**src/design/asa_ram.sv**
```systemverilog
// Generic single-write, single-read RAM with a registered read port.
module asa_ram #(
  parameter int Width = 8,
  parameter int Depth = 16,
  localparam int AddrW = (Depth > 1) ? $clog2(Depth) : 1
) (
  input  logic             clk_i,
  input  logic             we_i,
  input  logic [AddrW-1:0] waddr_i,
  input  logic [Width-1:0] wdata_i,
  input  logic [AddrW-1:0] raddr_i,
  output logic [Width-1:0] rdata_o
);

  logic [Width-1:0] mem_q [Depth];
  logic [Width-1:0] rdata_q;

  always_ff @(posedge clk_i) begin
    if (we_i) begin
      mem_q[waddr_i] <= wdata_i;
    end
    rdata_q <= mem_q[raddr_i];
  end

  assign rdata_o = rdata_q;

endmodule

```
**config.mk**
```make
export PLATFORM = sky130hd
export DESIGN_NAME = asa_ram
export DESIGN_NICKNAME = d
export VERILOG_FILES = /design/src/design/asa_ram.sv
export SDC_FILE = /design/constraint.sdc
export NUM_CORES = 1
export LEC_CHECK = 0
export ABC_AREA = 1
export BUFFER_PORTS_ARGS = -buffer_cell sky130_fd_sc_hd__clkbuf_2
export CELL_PAD_IN_SITES_DETAIL_PLACEMENT = 1
export CELL_PAD_IN_SITES_GLOBAL_PLACEMENT = 1
export CORE_MARGIN = 2
export CORE_UTILIZATION = 52
export CTS_BUF_LIST = sky130_fd_sc_hd__clkbuf_16
export CTS_CLUSTER_DIAMETER = 150
export CTS_CLUSTER_SIZE = 24
export DETAILED_ROUTE_END_ITERATION = 10
export GPL_TIMING_DRIVEN = 0
export PLACE_DENSITY = 0.83
export SYNTH_ARGS = -nofsm -noshare
export SYNTH_HDL_FRONTEND = slang
export SYNTH_SLANG_ARGS = --single-unit
```
**constraint.sdc**
```tcl
create_clock -name clk_i -period 1.9 [get_ports clk_i]
set_clock_uncertainty 0.15 [all_clocks]
set_input_delay 0.19 -clock clk_i [delete_from_list [all_inputs] [get_ports clk_i]]
set_output_delay 0.19 -clock clk_i [all_outputs]
set_load 0.03 [all_outputs]
```
# ---- Word-level counts from Yosys, hierarchy flattened
# Memory sizes are Yosys's and may differ from the RTL's. A register that Yosys moved wholly into a read port is not among the register bits.
# Index checks and enable logic that the tools add are counted.
dict set report classes {
  muxes 2
}
# operator count
set ops {}
lappend ops {{$mux W1} 2}
dict set report word_totals {
  register_bits 0
  ramBits 128
  out_inout_bits 8
  in_bits 18
  n_memories 1
  wordCells 3
}
# name depth word_bits rd rd_ports_with_merged_regs write_ports line_no
set mem_list {}
lappend mem_list {mem_q 16 8 1 1 1 15} ;# logic [Width-1:0] mem_q [Depth];

# ---- Longest topological paths before layout
# Gate-level depths: netlist (run 1).
dict set report depth {
  ltp_word 2
  depth_mapped 8
  mapped_depth_nobuf 7
}

# ---- Worst setup path before layout (run 1)
# OpenSTA, ideal clock, no wires.
dict set report synth_timing {
  path_type {input to register}
  from {input waddr_i[2]}
  to {memory mem_q[10][0] (enable)}
  path_buffers 0
  slack_ns 0.609
  t_required_ns 1.380
  arrival_time_ns 0.771
  setup_ns 0.370
  cell_stages 2
  cell_sequence {nand3b_1 -> nor2_1}
}
# item line_no
set synth_lines {}
lappend synth_lines {{start, declared} 9} ;# input logic [AddrW-1:0] waddr_i,
lappend synth_lines {{end, declared} 15}
# Straight into the memory's write port.

# ---- Worst setup path after layout (run 1)
dict set report layout_timing {
  from {input waddr_i[3]}
  to {memory mem_q[7][4] (enable)}
}
# Straight into the memory's write port.

==> qor.txt, run 1 <==
Tot Pwr: 7.12 mW
ANT nets after route: 0
Hold Path Class: in2reg
part of the cycle the worst path needs: 76.1%
VDD IR-drop max: 0.856 mV
grt met1 use: 38.9%
Routability Congestion: 0.845
Slew @ Worst Pin: 0.952 ns
initial DRC count: 443
port bufs: 22
DRT Pass-1 Iters: 5
slew margin rel.: 36.3%
clk sinks: 136
Layout area overhead: 14.9%
Max Clock Freq: 691 MHz
Initial Util: 53.2%
first-pass GRT wire length: 25.9 mm
Async SR Flop Fraction: 0%
syn_nets: 569
Crit. End Element: register
Worst-path clk slew: 0.05 ns
total grt overflow: 0
Critical Path AT: 1.34 ns
routed wire length: 17.2 mm
Hold Vio Cnt, Final: 0
largest cells by area after synthesis: edfxtp_1, nand2_1, nand3_1
CTS H-tree lvls: 4
vias in the first global route: 4449
total negative slack: 0 ns
Int Pwr: 5.50 mW
initial antenna violation count: 0
clock root cell: clkbuf_16
leakage dissipation: 2.91 nW
clk buf depth: 2
post-layout util: 61.1%
top-count cell post-synth: nand2_1
top_reg_cell synth: edfxtp_1
Total Routing Usage GR: 31.5%
Synth top area share: 66.7%
mapped cell area: 0.00577 sq mm
share of cells above drive strength 1: 12.2%
vias: 4213
DRC Markers: 0
CP startpoint kind: input port
Slew Viols, Final: 0
Num CTS Buffers: 17
RSZ-0062 raised after global routing: no
WS Path Type: in2reg
flops & latches, synth: 136
Worst EP required: 1.80 ns
cell accounting for the most synthesized area: edfxtp_1
Hold Buf Count CTS: 0
post-CTS setup buffer count: 0
total core area: 0.0108 sq mm
die area: 0.0119 sq mm
grt peak-use layer: met2
Final Critical Period: 1.45 ns
number of flops mapped to enable cells by yosys: 128
switch share: 22.7%
switching power: 1.61 mW
sequential cell area fraction in the yosys report: 69.4%
CTS tree: built
Die H: 109 um
final setup fails: 0
Crit Path Max Fanout: 8
Post-Syn Instances: 551
status: finished, final reports clean
Fillers: 1179
via/cell ratio: 5.66
worst skew pair latency: 0.43 ns
chip width: 109 um
final-stage net count: 610
Max Cap Viol: 0
logic gate share of total power: 7.1%
mean post-synth cell area: 10.5 sq um
Yosys warning count: 0
DP HPWL: 10.3 mm
# IOs: 26
sequential share of power: 47.5%
post_cts resized: 0
routed wire length per instance: 23.1 um
Pwr per Cell Area: 1070 mW/mm^2
Core Rows: 38
# diodes: 0
largest net degree at the start of global routing: 17
clock network fraction of design power: 45.4%
met2 Track Usage GR: 51.6%
Commonest cells post-synth: nand2_1, edfxtp_1, inv_1
synth unique cells: 12
M3 GR Usage: 8.00%
per-stage QoR:
stage	setup slack (ns)	instances	hold WS [ns]	instance area (sq um)
floorplan	0.609	551	0.139	5770
global placement	0.111	713	0.482	6050
detailed placement	0.0364	713	0.486	6050
CTS	0.473	745	0.0491	6620
global route	0.368	745	0.104	6620
finish	0.453	745	0.0846	6620
routing by layer:
layer / vias up / wire length (um)
met3: 56 / 1140
li1: 1857 / -
met1: 2101 / 6810
met2: 199 / 8480
met5: - / 0
met4: 0 / 773
final timing paths:
path / from / to / slack (ns) / cells after the start
worst max-delay path: waddr_i[3] / mem_q[7][4] / 0.45 / 3
worst min-delay path: raddr_i[2] / rdata_o[1] / 0.08 / 4
worst max register to register: mem_q[10][5] / rdata_o[5] / 0.60 / 6
worst min register to register: mem_q[12][3] / rdata_o[3] / 0.59 / 6
cell families (layout without fill, tap and decap cells):
kind of cell	count (synthesis)	after routing	share of synthesized area, %
buf+inv	126	180	9.52
flops	136	136	69.4
simple gates	289	289	21.0
sequential cells by signal, summed over array words and instances, names as in the netlist:
register  count
mem_q       128
rdata_o       8
power groups by stage:
stage	Clock, mW	Sequential, mW	Combinational (mW)
2_1_floorplan	0	3.47	0.237
3_3_place_gp	0	3.43	0.461
3_5_place_dp	0	3.44	0.483
4_1_cts	3.24	3.38	0.501
5_1_grt	3.34	3.38	0.542
6_report	3.23	3.38	0.507
cells in the final DEF, fill, tap and decap left out, drive strengths merged:
cell      Yosys  final
edfxtp      128    128
bufinv        0      3
nor2         17     17
dfxtp         8      8
clkinvlp      0      1
nand3        97     97
nand2       173    173
clkinv        0      7
nand3b        2      2
inv         102    106
clkbuf        0     39
buf          24     24
area by class of cell:
class                      count  area (sq um)  area share (%)
sequential                   136          4000            60.4
multi-input combinational    289          1210            18.3
clock buffer                  17           425            6.42
inverter                     102           383            5.78
tap                          140           175            2.64
buffer                        24           166            2.51
clock inverter                15           146            2.21
timing repair buffer          22           110            1.66
critical path: stages:
cell	delay [ns]
clkbuf_2	0.11
nand3b_1	0.26
nor2_1	0.77
(Power assumes the default switching activity.)
==> run 2: changes to the inputs <==
CORE_UTILIZATION = 44   (was 52)
PLACE_DENSITY = 0.74   (was 0.83)
clock period = 1.28 ns   (was 1.9 ns; I/O delays follow)
==> qor.txt, run 2 (synthesis results as in run 1) <==
routed wire length per instance: 21.1 um (-8.4%)
initial antenna violation count: 0 (unchanged)
final-stage net count: 612 (+0.33%)
commonest non-fill, non-tap cell in the layout: nand2_1
Crit. End Element: register
DP HPWL: 10.4 mm (+0.64%)
vias: 4131 (-1.9%)
post-route insts no fill: 779 (+4.6%)
clock network fraction of design power: 45.3% (about the same)
via/cell ratio: 5.30 (-6.2%)
slew margin rel.: 37.4% (+1.1 points)
part of the cycle the worst path needs: 104%
Critical Path AT: 1.22 ns (-0.12 ns)
RSZ-0062 raised after global routing: yes
Largest register FFs: 128 (unchanged)
DRT Pass-1 Iters: 5 (unchanged)
clk sinks: 136 (unchanged)
VDD IR-drop max: 0.865 mV (+1.0%)
Hold Vio Cnt, Final: 0 (unchanged)
worst r2r src: mem_q[0][5]
Pwr per Cell Area: 1570 mW/mm^2 (+46%)
# diodes: 0 (unchanged)
CP startpoint kind: input port
CTS H-tree lvls: 4 (unchanged)
switching power: 2.36 mW (+46%)
total negative slack: -0.676 ns (-0.676 ns)
clk buf depth: 2 (unchanged)
logic gate share of total power: 7.0% (about the same)
initial DRC count: 273 (-38%)
clock root cell: clkbuf_16
final setup fails: 24 (+24)
leakage dissipation: 2.91 nW (about the same)
Max Clock Freq: 754 MHz
die area: 0.0140 sq mm (+17%)
CP Launch Point: waddr_i[0]
worst skew pair latency: 0.44 ns (about the same)
post-placement cell count: 745 (+4.5%)
Place WS: -0.665 ns (-0.701 ns)
total core area: 0.0127 sq mm (+17%)
DRC Markers: 0 (unchanged)
Num CTS Buffers: 17 (unchanged)
Crit Path Max Fanout: 8 (unchanged)
status: finished with violations
Layout area overhead: 16.3%
Final Critical Period: 1.33 ns
total grt overflow: 0 (unchanged)
port bufs: 22 (unchanged)
switch share: 22.4% (-0.29 points)
WS Path Type: in2reg
sequential share of power: 47.6% (about the same)
Min Hold Slack: 0.0242 ns (-0.0604 ns)
post-CTS setup buffer count: 0 (unchanged)
chip width: 118 um (+8.4%)
Worst EP required: 1.18 ns (-0.62 ns)
most flop-heavy register: mem_q
Int Pwr: 8.17 mW (+48%)
Max Cap Viol: 0 (unchanged)
vias in the first global route: 4441 (-0.18%)
largest net degree at the start of global routing: 17 (unchanged)
Slew @ Worst Pin: 0.935 ns (-0.0166 ns)
Initial Util: 45.3% (-7.9 points)
Core Rows: 41 (+7.9%)
# IOs: 26 (unchanged)
routed wire length: 16.5 mm (-4.3%)
violated checks: negative setup slack
post-layout util: 52.7% (-8.4 points)
Hold Path Class: in2reg
worst setup margin: -0.0461 ns (-0.499 ns)
hold path start: wdata_i[2]
Worst-path clk slew: 0.05 ns (about the same)
first-pass GRT wire length: 25.1 mm (-3.1%)
Routability Congestion: 0.833 (-1.4%)
Total Routing Usage GR: 24.8% (-6.8 points)
ANT nets after route: 0 (unchanged)
commonest cells after routing, fill and taps aside: nand2_1, edfxtp_1, inv_1, nand3_1, clkbuf_2
Slew Viols, Final: 0 (unchanged)
CTS tree: built
share of cells above drive strength 1: 13.3% (+1.1 points)
Die H: 118 um (+8.4%)
==> run 2: timing repair <==
| action | 4_1_cts | 5_1_grt |
|---|---|---|
| hold endpoints to repair | 5 | 0 |
| pin swaps | 0 | 0 |
| endpoints found under the setup margin | 40 | 56 |
| gates resized for setup | 8 | 2 |
| hold buffers | 2 | 0 |
==> run 2: worst paths after layout <==
path / to / slack [ns] / depth (start not counted)
setup reg to reg: rdata_o[5] / 0.03 / 6
hold / removal: mem_q[4][2] / 0.02 / 1
setup / recovery: mem_q[12][3] / -0.05 / 4
hold reg to reg: rdata_o[2] / 0.55 / 6
==> run 2: area by class of cell <==
| class | count | area (sq um) |
|---|---|---|
| tap | 172 | 215 |
| timing repair buffer | 24 | 130 |
| multi-input combinational | 289 | 1240 |
| sequential | 136 | 4000 |
| buffer | 24 | 166 |
| clock buffer | 17 | 425 |
| fill | 1443 | 6020 |
| inverter | 102 | 383 |
| clock inverter | 15 | 144 |
==> run 2: metrics by stage <==
step / instance area (sq um) / power (mW)
5_1_grt: 6710 / 10.8
6_report: 6710 / 10.5
2_1_floorplan: 5770 / 5.50
3_5_place_dp: 6090 / 5.82
3_3_place_gp: 6090 / 5.79
4_1_cts: 6700 / 10.5
==> run 2: layer usage <==
layer | part of all wire, % | routed length [um] | track usage [%] | vias to the layer above
met3 | 6.8 | 1120 | 5.74 | 34
li1 | - | - | - | 1865
met2 | 49 | 8130 | 40.5 | 156
met4 | 2.9 | 484 | 10.7 | 0
met1 | 41 | 6740 | 31.6 | 2076
met5 | 0 | 0 | 0 | -
==> run 2: critical path: stages <==
cell and delay [ns]:
clkbuf_2 0.12, inv_1 0.10, nand2_1 0.14, nor2_1 0.72
==> run 2: power by group through the flow <==
stage / combinational, mW / clock, mW / sequential (mW)
2_1_floorplan: 0.351 / 0 / 5.15
3_3_place_gp: 0.693 / 0 / 5.09
3_5_place_dp: 0.715 / 0 / 5.10
4_1_cts: 0.735 / 4.80 / 5.01
5_1_grt: 0.802 / 4.96 / 5.02
6_report: 0.738 / 4.77 / 5.01
==> run 3: changes to the inputs <==
ABC_AREA = default   (was 1)
CORE_MARGIN = default   (was 2)
CORE_UTILIZATION = 48   (was 44)
PLACE_DENSITY = 0.73   (was 0.74)
==> qor.txt, run 3 <==
vias in the first global route: 2617 (-41%)
worst reg2reg path endpoint: rdata_o[4]
Min Hold Slack: 0.0265 ns (+0.00227 ns)
DRT Pass-1 Iters: 4 (-1)
Reg area: 0.00400 sq mm (unchanged)
final-stage net count: 291 (-52%)
DRC Markers: 0 (unchanged)
Fillers: 899 (-38%)
share of cells above drive strength 1: 41.6% (+28 points)
critical path buffer and inverter count: 0 (-2)
largest net degree at the start of global routing: 17 (unchanged)
Crit-path slowest cell: mux4_2
Total Routing Usage GR: 21.7% (-3.1 points)
placed instance area: 0.00547 sq mm (-10%)
Async SR Flop Fraction: 0% (unchanged)
routed wire length: 10.7 mm (-35%)
status: finished with violations
Layout area overhead: 19.7%
Largest register FFs: 128 (unchanged)
slowest cell delay on critical path: 0.52 ns (-0.20 ns)
initial DRC count: 160 (-41%)
CP startpoint kind: register
syn_nets: 247 (-57%)
Initial Util: 49.6% (+4.3 points)
mapped cell area: 0.00515 sq mm (-11%)
VDD IR-drop max: 0.815 mV (-5.8%)
top_reg_cell synth: edfxtp_1
top-count cell post-synth: edfxtp_1
# IOs: 26 (unchanged)
Routability Congestion: 0.682 (-18%)
clock root cell: clkbuf_16
sequential cell area fraction in the yosys report: 77.8% (+8.4 points)
Crit. End Element: register
R2R cell count: 3 (-3)
Hold Path Class: in2reg
most flop-heavy register: mem_q
DP HPWL: 6.48 mm (-38%)
clk buf depth: 2 (unchanged)
CTS H-tree lvls: 4 (unchanged)
Core Rows: 37 (-9.8%)
port bufs: 24 (+9.1%)
Pwr per Cell Area: 1650 mW/mm^2 (+4.9%)
worst r2r src: mem_q[4][4]
Num CTS Buffers: 17 (unchanged)
r2r setup slk: -0.19 ns (-0.22 ns)
violated checks: negative setup slack
mean post-synth cell area: 22.5 sq um (+110%)
Hold Vio Cnt, Final: 0 (unchanged)
commonest cells after routing, fill and taps aside: edfxtp_1, mux4_2, clkbuf_2, clkbuf_16, a22oi_2
commonest non-fill, non-tap cell in the layout: edfxtp_1
die area: 0.0111 sq mm (-21%)
multi-input logic area: 0.00118 sq mm (-4.6%)
first-pass GRT wire length: 16.1 mm (-36%)
# diodes: 0 (unchanged)
CTS tree: built
fin area: 0.00616 sq mm (-8.1%)
cell accounting for the most synthesized area: edfxtp_1
Commonest cells post-synth: edfxtp_1, mux4_2, a22oi_1
via/cell ratio: 5.75 (+8.5%)
synth unique cells: 19 (+7)
hold path start: wdata_i[3]
total core area: 0.0104 sq mm (-18%)
crit path cell chain: mux4_2 -> a22oi_2 -> nand2_1
chip width: 106 um (-11%)
WHS Endpoint: mem_q[8][3]
flops & latches, synth: 136 (unchanged)
slew margin rel.: 41.2% (+3.8 points)
Worst EP required: 1.42 ns (+0.24 ns)
Max Cap Viol: 0 (unchanged)
Final Critical Period: 1.47 ns (+0.147 ns)
Worst-path clk slew: 0.06 ns (about the same)
final setup fails: 16 (-33%)
Crit Path Max Fanout: 1 (-7)
vias: 2427 (-41%)
Critical Path AT: 1.61 ns (+0.39 ns)
RSZ-0062 raised after global routing: yes
largest cells by area after synthesis: edfxtp_1, mux4_2, mux4_1
Max Clock Freq: 679 MHz (-10%)
WS Path Type: reg2reg
Post-Syn Instances: 229 (-58%)
leakage dissipation: 2.02 nW (-31%)
ANT nets after route: 0 (unchanged)
routed wire length per instance: 25.4 um (+20%)
clk sinks: 136 (unchanged)
part of the cycle the worst path needs: 115% (+11 points)
total grt overflow: 0 (unchanged)
initial antenna violation count: 0 (unchanged)
Slew @ Worst Pin: 0.878 ns (-0.0568 ns)
delay-heaviest family, CP: multiplexers
WHS Path Cells: 1 (unchanged)
Synth top area share: 74.7% (+8.0 points)
Slew Viols, Final: 0 (unchanged)
worst skew pair latency: 0.41 ns (-0.03 ns)
Tot Pwr: 10.1 mW (-3.6%)
worst setup margin: -0.193 ns (-0.147 ns)
Die H: 106 um (-11%)
Yosys warning count: 0 (unchanged)
number of flops mapped to enable cells by yosys: 128 (unchanged)
Place WS: -0.509 ns (+0.156 ns)
## run 3: where the power goes
part           switching (mW)  leakage, nW  total [mW]  internal, mW
logic                   0.380        0.506       0.611         0.231
registers              0.0279         1.22        5.01          4.98
clock network            1.73        0.286        4.52          2.80
total                    2.14         2.02        10.1          8.01
## run 3: how the worst max path moves through the flow
stage / startpoint / end / slack [ns] / depth (start not counted)
5_1_grt: mem_q[11][4] / rdata_o[4] / -0.25 / 3
2_1_floorplan: waddr_i[2] / mem_q[0][0] / -0.13 / 2
6_report: mem_q[4][4] / rdata_o[4] / -0.19 / 3
3_5_place_dp: waddr_i[2] / mem_q[0][7] / -0.51 / 3
3_3_place_gp: waddr_i[0] / mem_q[10][3] / -0.49 / 3
4_1_cts: mem_q[4][4] / rdata_o[4] / -0.19 / 3
## run 3: cells by family (layout without fill, tap and decap cells)
logic type             after synthesis  in the layout  synth area share (%)
DFF                                136            136                  77.8
and+or+nand+nor                     35             35                  3.18
muxes                               32             32                  15.0
AOI/OAI and AO/OA                   16             16                  2.33
buffers and inverters               10             67                  1.68
## run 3: per-stage QoR
| stage | util, % | setup TNS (ns) | std cells |
|---|---|---|---|
| finish | 59.4 | -1.43 | 422 |
| global route | 59.4 | -2.41 | 422 |
| CTS | 59.1 | -1.24 | 422 |
| detailed placement | 52.8 | -54.77 | 389 |
| global placement | 52.8 | -51.74 | 389 |
| floorplan | - | -1.51 | 229 |
## run 3: layout make-up
cell class	instances	share of cell area, %
Buffer	10	1.95
Multi-Input combinational cell	83	19.2
Tap cell	136	2.76
Sequential cell	136	65.0
Clock buffer	17	6.90
Clock inverter	15	1.99
Timing Repair Buffer	25	2.27
## run 3: per-layer routing
metal  part of all wire [%]  GRT usage [%]  vias up  wire, um
li1                       -              -     1053         -
met1                     44           29.0     1286      4710
met2                     49           33.6       73      5280
met3                    4.8           6.37       15       516
met4                    1.9           9.13        0       208
met5                      0              0        -         0
## run 3: repair_timing
item                                    CTS  global route
pin swaps                                 4             2
hold buffers                              0             0
gates cloned                              0             0
buffers inserted                          1             0
resized for setup                        21             7
endpoints found under the setup margin   96            48
